===== src/ssts_pkg.sv =====
package ssts_pkg;

   localparam int MAX_ROWS  = 1024;
   localparam int FRAC_BITS = 16;
   localparam int ADDR_W    = $clog2(MAX_ROWS);
   localparam int DATA_W    = 32;
   localparam int NUM_W     = DATA_W + FRAC_BITS;
   localparam int CNT_W     = $clog2(NUM_W + 1);
   localparam int QUEUE_D   = 2;

   localparam logic [1:0] MODE_RHS    = 2'd0;
   localparam logic [1:0] MODE_OFF    = 2'd1;
   localparam logic [1:0] MODE_DIAG   = 2'd2;
   localparam logic [1:0] MODE_UNUSED = 2'd3;

   localparam logic [1:0] ST_OK   = 2'd0;
   localparam logic [1:0] ST_ZERO = 2'd1;
   localparam logic [1:0] ST_SAT  = 2'd2;

   typedef struct packed {
      logic [1:0]         mode;
      logic [9:0]         row;
      logic [9:0]         col;
      logic signed [31:0] value;
   } req_type;

   typedef struct packed {
      logic [9:0]         solved_row;
      logic signed [31:0] solution;
      logic [1:0]         status;
   } rsp_type;

   typedef struct packed {
      logic    valid;
      req_type item;
   } cmd_type;

endpackage


===== src/ssts_front.sv =====
module ssts_front (
   input  logic             clock,
   input  logic             reset,
   input  logic             push,
   output logic             full,
   input  ssts_pkg::req_type req_item,
   output ssts_pkg::cmd_type cmd,
   input  logic             cmd_pop
);
   import ssts_pkg::*;

   req_type    q_ff [QUEUE_D];
   logic       wp_ff, wp_in, rp_ff, rp_in;
   logic [1:0] cnt_ff, cnt_in;
   logic       keep, enq, deq;

   // drop unused mode and out-of-range indexes
   always_comb begin
      keep = (req_item.mode != MODE_UNUSED) && (32'(req_item.row) < MAX_ROWS);
      if (req_item.mode == MODE_OFF && 32'(req_item.col) >= MAX_ROWS) begin
         keep = 1'b0;
      end
   end

   assign full = (cnt_ff == 2'(QUEUE_D));
   assign enq  = push && !full && keep;
   assign deq  = cmd_pop && (cnt_ff != 2'd0);

   assign wp_in  = enq ? ~wp_ff : wp_ff;
   assign rp_in  = deq ? ~rp_ff : rp_ff;
   assign cnt_in = cnt_ff + {1'b0, enq} - {1'b0, deq};

   assign cmd.valid = (cnt_ff != 2'd0);
   assign cmd.item  = q_ff[rp_ff];

   always_ff @(posedge clock) begin
      if (reset) begin
         wp_ff  <= 1'b0;
         rp_ff  <= 1'b0;
         cnt_ff <= 2'd0;
      end else begin
         wp_ff  <= wp_in;
         rp_ff  <= rp_in;
         cnt_ff <= cnt_in;
      end
      if (enq) begin
         q_ff[wp_ff] <= req_item;
      end
   end
endmodule


===== config.mk =====
export PLATFORM = sky130hd
export DESIGN_NAME = ssts_front
export DESIGN_NICKNAME = d
export VERILOG_FILES = /design/src/ssts_pkg.sv /design/src/ssts_front.sv
export SDC_FILE = /design/constraint.sdc
export NUM_CORES = 1
export LEC_CHECK = 0
export ABC_AREA = 1
export BUFFER_PORTS_ARGS = -buffer_cell sky130_fd_sc_hd__buf_2
export CORE_MARGIN = 2
export CORE_UTILIZATION = 50
export CTS_BUF_LIST = sky130_fd_sc_hd__clkbuf_4 sky130_fd_sc_hd__clkbuf_8 sky130_fd_sc_hd__clkbuf_16
export DETAILED_ROUTE_END_ITERATION = 8
export PLACE_DENSITY = 0.8
export SLEW_MARGIN = 20
export SYNTH_ARGS = -nofsm -noshare
export SYNTH_HDL_FRONTEND = slang
export SYNTH_SLANG_ARGS = --single-unit

===== constraint.sdc =====
create_clock -name clock -period 4.9 [get_ports clock]
set_clock_uncertainty 0.05 [all_clocks]
set_input_delay 0.735 -clock clock [delete_from_list [all_inputs] [get_ports clock]]
set_output_delay 0.735 -clock clock [all_outputs]
set_load 0.05 [all_outputs]

==> out/metrics.yaml, run 1 <==
cp_max_fo: 54
setup_viol: 0
drv_cap: 0
routed_via_density: 4.79
area.sequential_um2: 3350
power.switching_w: 0.00110
synth_commonest_cells: "edfxtp_1, mux2_4, inv_1"
insertion_delay_ns: 0.48
synthArstFlopShare_pct: 0
post-route-period-util_pct: 59.6
root_buffer: "clkbuf_8"
cp.required_ns: 4.12
ir_worst_vdd_mv: 0.321
overflow: 0
dpl.hpwl_um: 4560
syn_area_um2: 4410
num_vias: 2182
grt_pass1_vias: 2280
cpPeakStageDelay_ns: 0.95
path_cells: "mux2_2 > buf_2"
initial_utilization_pct: 51.1
synth_edf_count: 108
p_sw_share_pct: 33.5
cts_made_buffers: 17
synth_warnings: 0
fp.dieW_um: 97.9
intPower_w: 0.00219
fillCellCount: 631
synthCells: 208
worst_slack_ns: 1.98
cts_sinks: 113
pwr_density_cell_nw_per_um2: 592
yosysUniqueCellTypes: 14
ys.flop_type: "edfxtp_1"
synth_most_common_cell: "edfxtp_1"
multi_input_area_um2: 922
hold_violations: 0
drtIter0Drc: 79
port_buffers: 113
synth_top_cells_by_area: "edfxtp_1, mux2_4, buf_12, dfxtp_1, mux2_2"
dp_slack_ns: 2.16
finalMaxSlewViolations: 0
fp.dieH_um: 97.9
nNetsFinal: 396
yosysTopAreaCell: "edfxtp_1"
drt-pass1-iter-count: 4
cts_buffer_depth: 2
ys_ff_latch: 113
synthToLayoutAreaGrowth_pct: 26.0
pwr-share-comb_pct: 28.9
row_count: 34
drtAntennaViolNets: 0
synth_fp_nets: 268
dieArea_um2: 9590
grt_pass1_wl_um: 10700
seqPwrFrac_pct: 39.1
start_kind: "flop"
rsz0062_at_grt: "false"
drive_gt1_share_pct: 58.3
fmax_ghz: 0.342
avgSynthCellArea_um2: 21.2
fin_area_um2: 5560
tns_ns: 0
crit_family: "flip-flops"
period_minus_slack_ns: 2.92
antenna_found_initial: 0
max_slew_margin_pct: 33.4
route.detailed.drc: 0
place_area_um2: 5030
clockPowerShare_pct: 32.1
post_cts_buffers: 0
antennaDiodeCount: 0
clk_pin_slew_ns: 0.05
gp_congestion: 0.739
power.leakage_nw: 2.25
status: "completed"
ctsHtreeMaxLevel: 4
grt_max_degree: 55
cp.arrival_ns: 2.14
wire_per_inst_um: 14.8
wl_um: 6760
cp-end-kind: "output pin"
fin_util_pct: 64.3
min_path_type: "in -> reg"
ctsResizeCount: 0
global_route.usage.total_pct: 14.7
worst_path_max_delay_cell: "dfxtp_4"
io_pins: 114
tightest_slew_ns: 0.999
worstSetupPathType: "reg -> out"
cts_tree: "yes"
ys_seq_area_share_pct: 75.8
postCtsHoldBufs: 0
path_buf_inv: 1
synth_top_area_share_pct: 73.5
core_um2: 8640
## metal layers
layer / wire [um] / vias to the layer above / global-route usage, %
met3: 405 / 6 / 6.51
met4: 53 / 0 / 4.91
met1: 2680 / 1053 / 15.8
met2: 3630 / 71 / 26.0
met5: 0 / - / 0
li1: - / 1052 / -
## logic make-up after synthesis
kind of cell | after synthesis | share of synthesized area (%)
AO/OA/AOI/OAI | 2 | 0.284
multiplexers | 54 | 18.0
buffers and inverters | 17 | 3.46
AND/OR/NAND/NOR | 20 | 1.84
flip-flops | 113 | 75.8
adder cells (fa/ha/maj) | 2 | 0.567
## worst paths after layout
kind,from,slack (ns),end,depth (start not counted)
max,flop,1.98,cmd[1],2
min,req_item[45],0.39,q_ff[0][45],1
max reg2reg,cnt_ff[0],2.62,q_ff[0][10],5
min reg2reg,rp_ff,0.44,rp_ff,2
## cells in the final DEF (no fill, tap or decap)
cell type     n
a21oi_1       1
buf_2       113
buf_4         2
bufinv_16     1
clkbuf_16    16
clkbuf_4      3
clkbuf_8      1
clkinv_2      6
clkinv_4      2
clkinvlp_4    2
dfxtp_1       4
dfxtp_4       1
edfxtp_1    108
ha_1          2
inv_1        10
inv_2         1
mux2_2        4
mux2_4       50
nand2_1       9
nand3_1       3
nand4_1       1
nor2_1        6
nor2_4        1
o21a_1        1
## power groups by stage
stage | Clock (W) | Sequential, W | Combinational (W)
after global routing | 0.00113 | 0.00130 | 0.000996
after floorplan | 0 | 0.00123 | 0.000891
final | 0.00106 | 0.00129 | 0.000950
after detailed placement | 0 | 0.00131 | 0.000957
after CTS | 0.00107 | 0.00129 | 0.000960
after global placement | 0 | 0.00130 | 0.000948
## cell type report
cell class | count | area share, %
Tap cell | 108 | 2.43
Sequential cell | 113 | 60.2
Clock inverter | 11 | 1.67
Clock buffer | 20 | 7.86
Inverter | 11 | 0.743
Timing Repair Buffer | 115 | 10.5
Multi-Input combinational cell | 78 | 16.6
## metrics by stage
| step | total power, W | cells | hold slack (ns) |
|---|---|---|---|
| floorplan | 0.00212 | 208 | 0.401 |
| finish | 0.00329 | 456 | 0.392 |
| global placement | 0.00225 | 425 | 0.422 |
| global route | 0.00343 | 456 | 0.354 |
| detailed placement | 0.00227 | 425 | 0.425 |
| CTS | 0.00333 | 456 | 0.366 |
## registers in the layout (all words and copies together), names as in the netlist, named ones only
| name | cells |
|---|---|
| q_ff | 108 |
| wp_ff | 1 |
| rp_ff | 1 |
| cnt_ff | 2 |
(Power assumes the default switching activity.)
==> run 2, diff against run 1 <==
==> constraint.sdc (replaced) <==
create_clock -name clock -period 3 [get_ports clock]
set_clock_uncertainty 0.05 [all_clocks]
set_input_delay 0.45 -clock clock [delete_from_list [all_inputs] [get_ports clock]]
set_output_delay 0.45 -clock clock [all_outputs]
set_load 0.05 [all_outputs]
==> run 2 against run 1 <==
Against the previous run:
- setup slack got worse by 1.4 ns
- first-iteration DRC count increased by 1.3%
- global-route usage increased by 0.053 points
- via count increased by 1.6%
- total power increased by 73%
- largest cell class unchanged
==> out/metrics.yaml, run 2 (synthesis results as in run 1) <==
status: "completed"
nNetsFinal: 398
ctsResizeCount: 0
drv_cap: 0
fp.dieH_um: 97.9
global_route.usage.total_pct: 14.8
port_buffers: 113
postCtsHoldBufs: 0
fp.dieW_um: 97.9
cp-end-kind: "output pin"
drtAntennaViolNets: 0
drtIter0Drc: 80
overflow: 0
grt_pass1_wl_um: 10700
post-route-period-util_pct: 82.1
routed_via_density: 4.83
core_um2: 8640
max_slew_margin_pct: 57.8
antennaDiodeCount: 0
grt_pass1_vias: 2239
top_register: "q_ff"
cts_buffer_depth: 2
synthToLayoutAreaGrowth_pct: 29.1
cp.arrival_ns: 1.96
start_kind: "flop"
top_regs: "q_ff x108, cnt_ff x2"
wire_per_inst_um: 15.0
min_path_type: "in -> reg"
post_cts_buffers: 0
gp_congestion: 0.682
drive_gt1_share_pct: 58.4
ctsHtreeMaxLevel: 4
tightest_slew_ns: 0.632
cts_made_buffers: 17
pwr_density_cell_nw_per_um2: 1000
worstSetupPathType: "reg -> out"
insertion_delay_ns: 0.49
antenna_found_initial: 0
final_common_cell: "buf_2"
period_minus_slack_ns: 2.46
hold_violations: 0
route.detailed.drc: 0
wl_um: 6880
dp_slack_ns: 0.971
clk_pin_slew_ns: 0.05
finalNonFillerCells: 459
initial_utilization_pct: 51.1
cp_max_fo: 27
grt_max_degree: 39
rsz0062_at_grt: "false"
dieArea_um2: 9590
io_pins: 114
setup_viol: 0
largest_register_ffs: 108
tns_ns: 0
num_vias: 2218
dp.cells: 427
fin_util_pct: 65.9
finalMaxSlewViolations: 0
row_count: 34
fmax_ghz: 0.406
whs_ns: 0.0794
root_buffer: "clkbuf_8"
cts_sinks: 113
layout_common_cells: "buf_2, edfxtp_1, mux2_4"
worst_slack_ns: 0.537
cp.required_ns: 2.50
fillCellCount: 600
drt-pass1-iter-count: 4
cts_tree: "yes"
ir_worst_vdd_mv: 0.576
power.leakage_nw: 2.31
dpl.hpwl_um: 4580
-- run 2: cell types whose count changed in the layout (fill, tap and decap cells not counted) --
cell / before / now
buf_12: 0 / 3
buf_4: 2 / 1
bufinv_16: 1 / 4
clkbuf_4: 3 / 2
clkinv_1: 0 / 1
clkinv_2: 6 / 2
clkinv_4: 2 / 3
clkinvlp_4: 2 / 1
inv_6: 0 / 2
-- run 2: per-stage QoR --
stage          power [W]  area (um^2)
2_1_floorplan    0.00346         4410
3_3_place_gp     0.00370         5080
3_5_place_dp     0.00373         5080
4_1_cts          0.00577         5690
5_1_grt          0.00591         5690
6_report         0.00570         5690
-- run 2: power breakdown --
part	switching, W	leakage [nW]	internal, W	total, W
clock network	0.000656	0.301	0.00137	0.00202
registers	0.000104	1.04	0.00194	0.00204
logic	0.00109	0.966	0.000546	0.00164
total	0.00185	2.31	0.00385	0.00570
-- run 2: path summary, 6_finish.rpt --
path              from          end  slack, ns  cells past startpoint
min reg2reg      rp_ff         flop       0.50                      2
min              reset    cnt_ff[0]       0.08                      2
max reg2reg  cnt_ff[0]  q_ff[0][50]       1.14                      5
max               flop      cmd[18]       0.54                      3
-- run 2: cell type report --
type	instances	area [um^2]	share of cell area [%]
inverter	11	41.3	0.725
clock inverter	13	185	3.25
sequential	113	3350	58.8
timing repair buffer	117	633	11.1
multi-input combinational	78	922	16.2
tap	108	135	2.37
clock buffer	19	429	7.54
-- run 2: per-layer routing --
metal	GRT usage (%)	share of wire, %	wire [um]
met1	17.0	40	2750
met2	25.7	53	3630
met3	5.94	6.6	456
met4	4.17	0.49	34
met5	0	0	0
-- run 2: worst max-delay path, stage by stage (launching register included) --
cell,delay (ns)
dfxtp_4,0.66
buf_12,0.27
mux2_4,0.32
buf_2,0.21
==> run 3, diff against run 2 <==
==> constraint.sdc (replaced) <==
create_clock -name clock -period 2.55 [get_ports clock]
set_clock_uncertainty 0.05 [all_clocks]
set_input_delay 0.3825 -clock clock [delete_from_list [all_inputs] [get_ports clock]]
set_output_delay 0.3825 -clock clock [all_outputs]
set_load 0.05 [all_outputs]
==> run 3 against run 2 <==
Against the previous run:
- total power up 17%
- sequential share of layout area down 0.14 points
- cell count up 1.3%
- utilization up 0.16 points
- first-iteration DRC count up 26%
- hold slack worse by 0.050 ns
- global-route usage up 0.66 points
- clock power up 15%
- cell area up 0.24%
==> out/metrics.yaml, run 3 (synthesis results as in run 1) <==
tightest_slew_ns: 0.431
antenna_found_initial: 0
pwr_density_cell_nw_per_um2: 1170
cts_tree: "yes"
grt_pass1_wl_um: 11100
power.leakage_nw: 2.32
initial_utilization_pct: 51.1
gp_congestion: 0.699
status: "completed"
root_buffer: "clkbuf_8"
worstSetupPathType: "reg -> out"
drtAntennaViolNets: 0
multi_input_area_um2: 922
core_um2: 8640
post_cts_buffers: 0
global_route.usage.total_pct: 15.5
wire_per_inst_um: 15.5
period_minus_slack_ns: 2.35
routed_via_density: 4.82
path_buf_inv: 2
fp.dieH_um: 97.9
drv_cap: 0
start_kind: "flop"
final_common_cell: "buf_2"
cts_buffer_depth: 2
antennaDiodeCount: 0
synthToLayoutAreaGrowth_pct: 29.4
fmax_ghz: 0.425
clk_pin_slew_ns: 0.05
cp-end-kind: "output pin"
port_buffers: 113
grt_pass1_vias: 2279
grt_max_degree: 33
overflow: 0
crit_family: "flip-flops"
max_slew_margin_pct: 71.3
worst_path_max_delay_cell: "dfxtp_4"
rsz0062_at_grt: "false"
dieArea_um2: 9590
row_count: 34
tns_ns: 0
largest_register_ffs: 108
top_register: "q_ff"
cts_sinks: 113
wl_um: 7230
ctsHtreeMaxLevel: 4
finalMaxSlewViolations: 0
cp_max_fo: 25
min_path_type: "in -> reg"
fillCellCount: 616
cpPeakStageDelay_ns: 0.59
post-route-period-util_pct: 92.2
cts_made_buffers: 17
layout_common_cells: "buf_2, edfxtp_1, mux2_4"
drive_gt1_share_pct: 57.1
cp.required_ns: 2.12
setup_viol: 0
ir_worst_vdd_mv: 0.580
dpl.hpwl_um: 4860
insertion_delay_ns: 0.49
area.sequential_um2: 3350
whs_ns: 0.0290
path_cells: "buf_12 > mux2_2 > buf_2"
num_vias: 2240
fp.dieW_um: 97.9
top_regs: "q_ff x108, cnt_ff x2"
drt-pass1-iter-count: 4
route.detailed.drc: 0
drtIter0Drc: 101
nNetsFinal: 405
cp.arrival_ns: 1.92
hold_violations: 0
io_pins: 114
## run 3: cell count changes in the layout (fill, tap and decap cells not counted), sizes merged
cell,before,now
dlygate4sd3,0,4
buf,117,120
inv,13,11
clkbuf,19,18
clkinv,6,7
clkinvlp,1,2
## run 3: path summary, 6_finish.rpt
path	start	to	slack, ns	depth (start not counted)
worst max-delay path	flop	cmd[1]	0.20	3
worst min-delay path	req_item[51]	q_ff[1][51]	0.03	1
worst min register to register	rp_ff	flop	0.45	2
worst max register to register	cnt_ff[0]	cnt_ff[1]	0.77	10
## run 3: final cells by class
type / instances / area share, %
inverters: 11 / 0.724
repair buffers: 124 / 11.8
clock inverters: 13 / 2.96
well taps: 108 / 2.37
clock buffers: 18 / 7.39
multi-input cells: 78 / 16.2
flip-flops and latches: 113 / 58.6
## run 3: what timing repair did
action                                 CTS  global route
resized for setup                        0             0
hold buffers                             1             3
endpoints found under the hold margin    1             6
## run 3: per-layer routing
layer | vias to the layer above | share of wire (%) | track usage, %
li1 | 1074 | - | -
met4 | 0 | 1.1 | 5.13
met3 | 10 | 7.0 | 6.80
met1 | 1077 | 39 | 18.2
met2 | 79 | 52 | 25.5
met5 | - | 0 | 0
## run 3: stage by stage
step	util [%]	cells	power, W	setup slack, ns	instance area, um^2
global placement	58.8	430	0.00435	0.687	5080
global route	66.1	465	0.00691	0.0916	5710
CTS	65.7	462	0.00671	0.152	5680
detailed placement	58.8	430	0.00439	0.680	5080
finish	66.1	465	0.00665	0.198	5710
floorplan	-	208	0.00408	0.0782	4410
## run 3: where the power goes
group / internal [W] / total [W] / switching (W)
combinational: 0.000644 / 0.00195 / 0.00130
sequential: 0.00228 / 0.00239 / 0.000108
clock: 0.00157 / 0.00232 / 0.000745
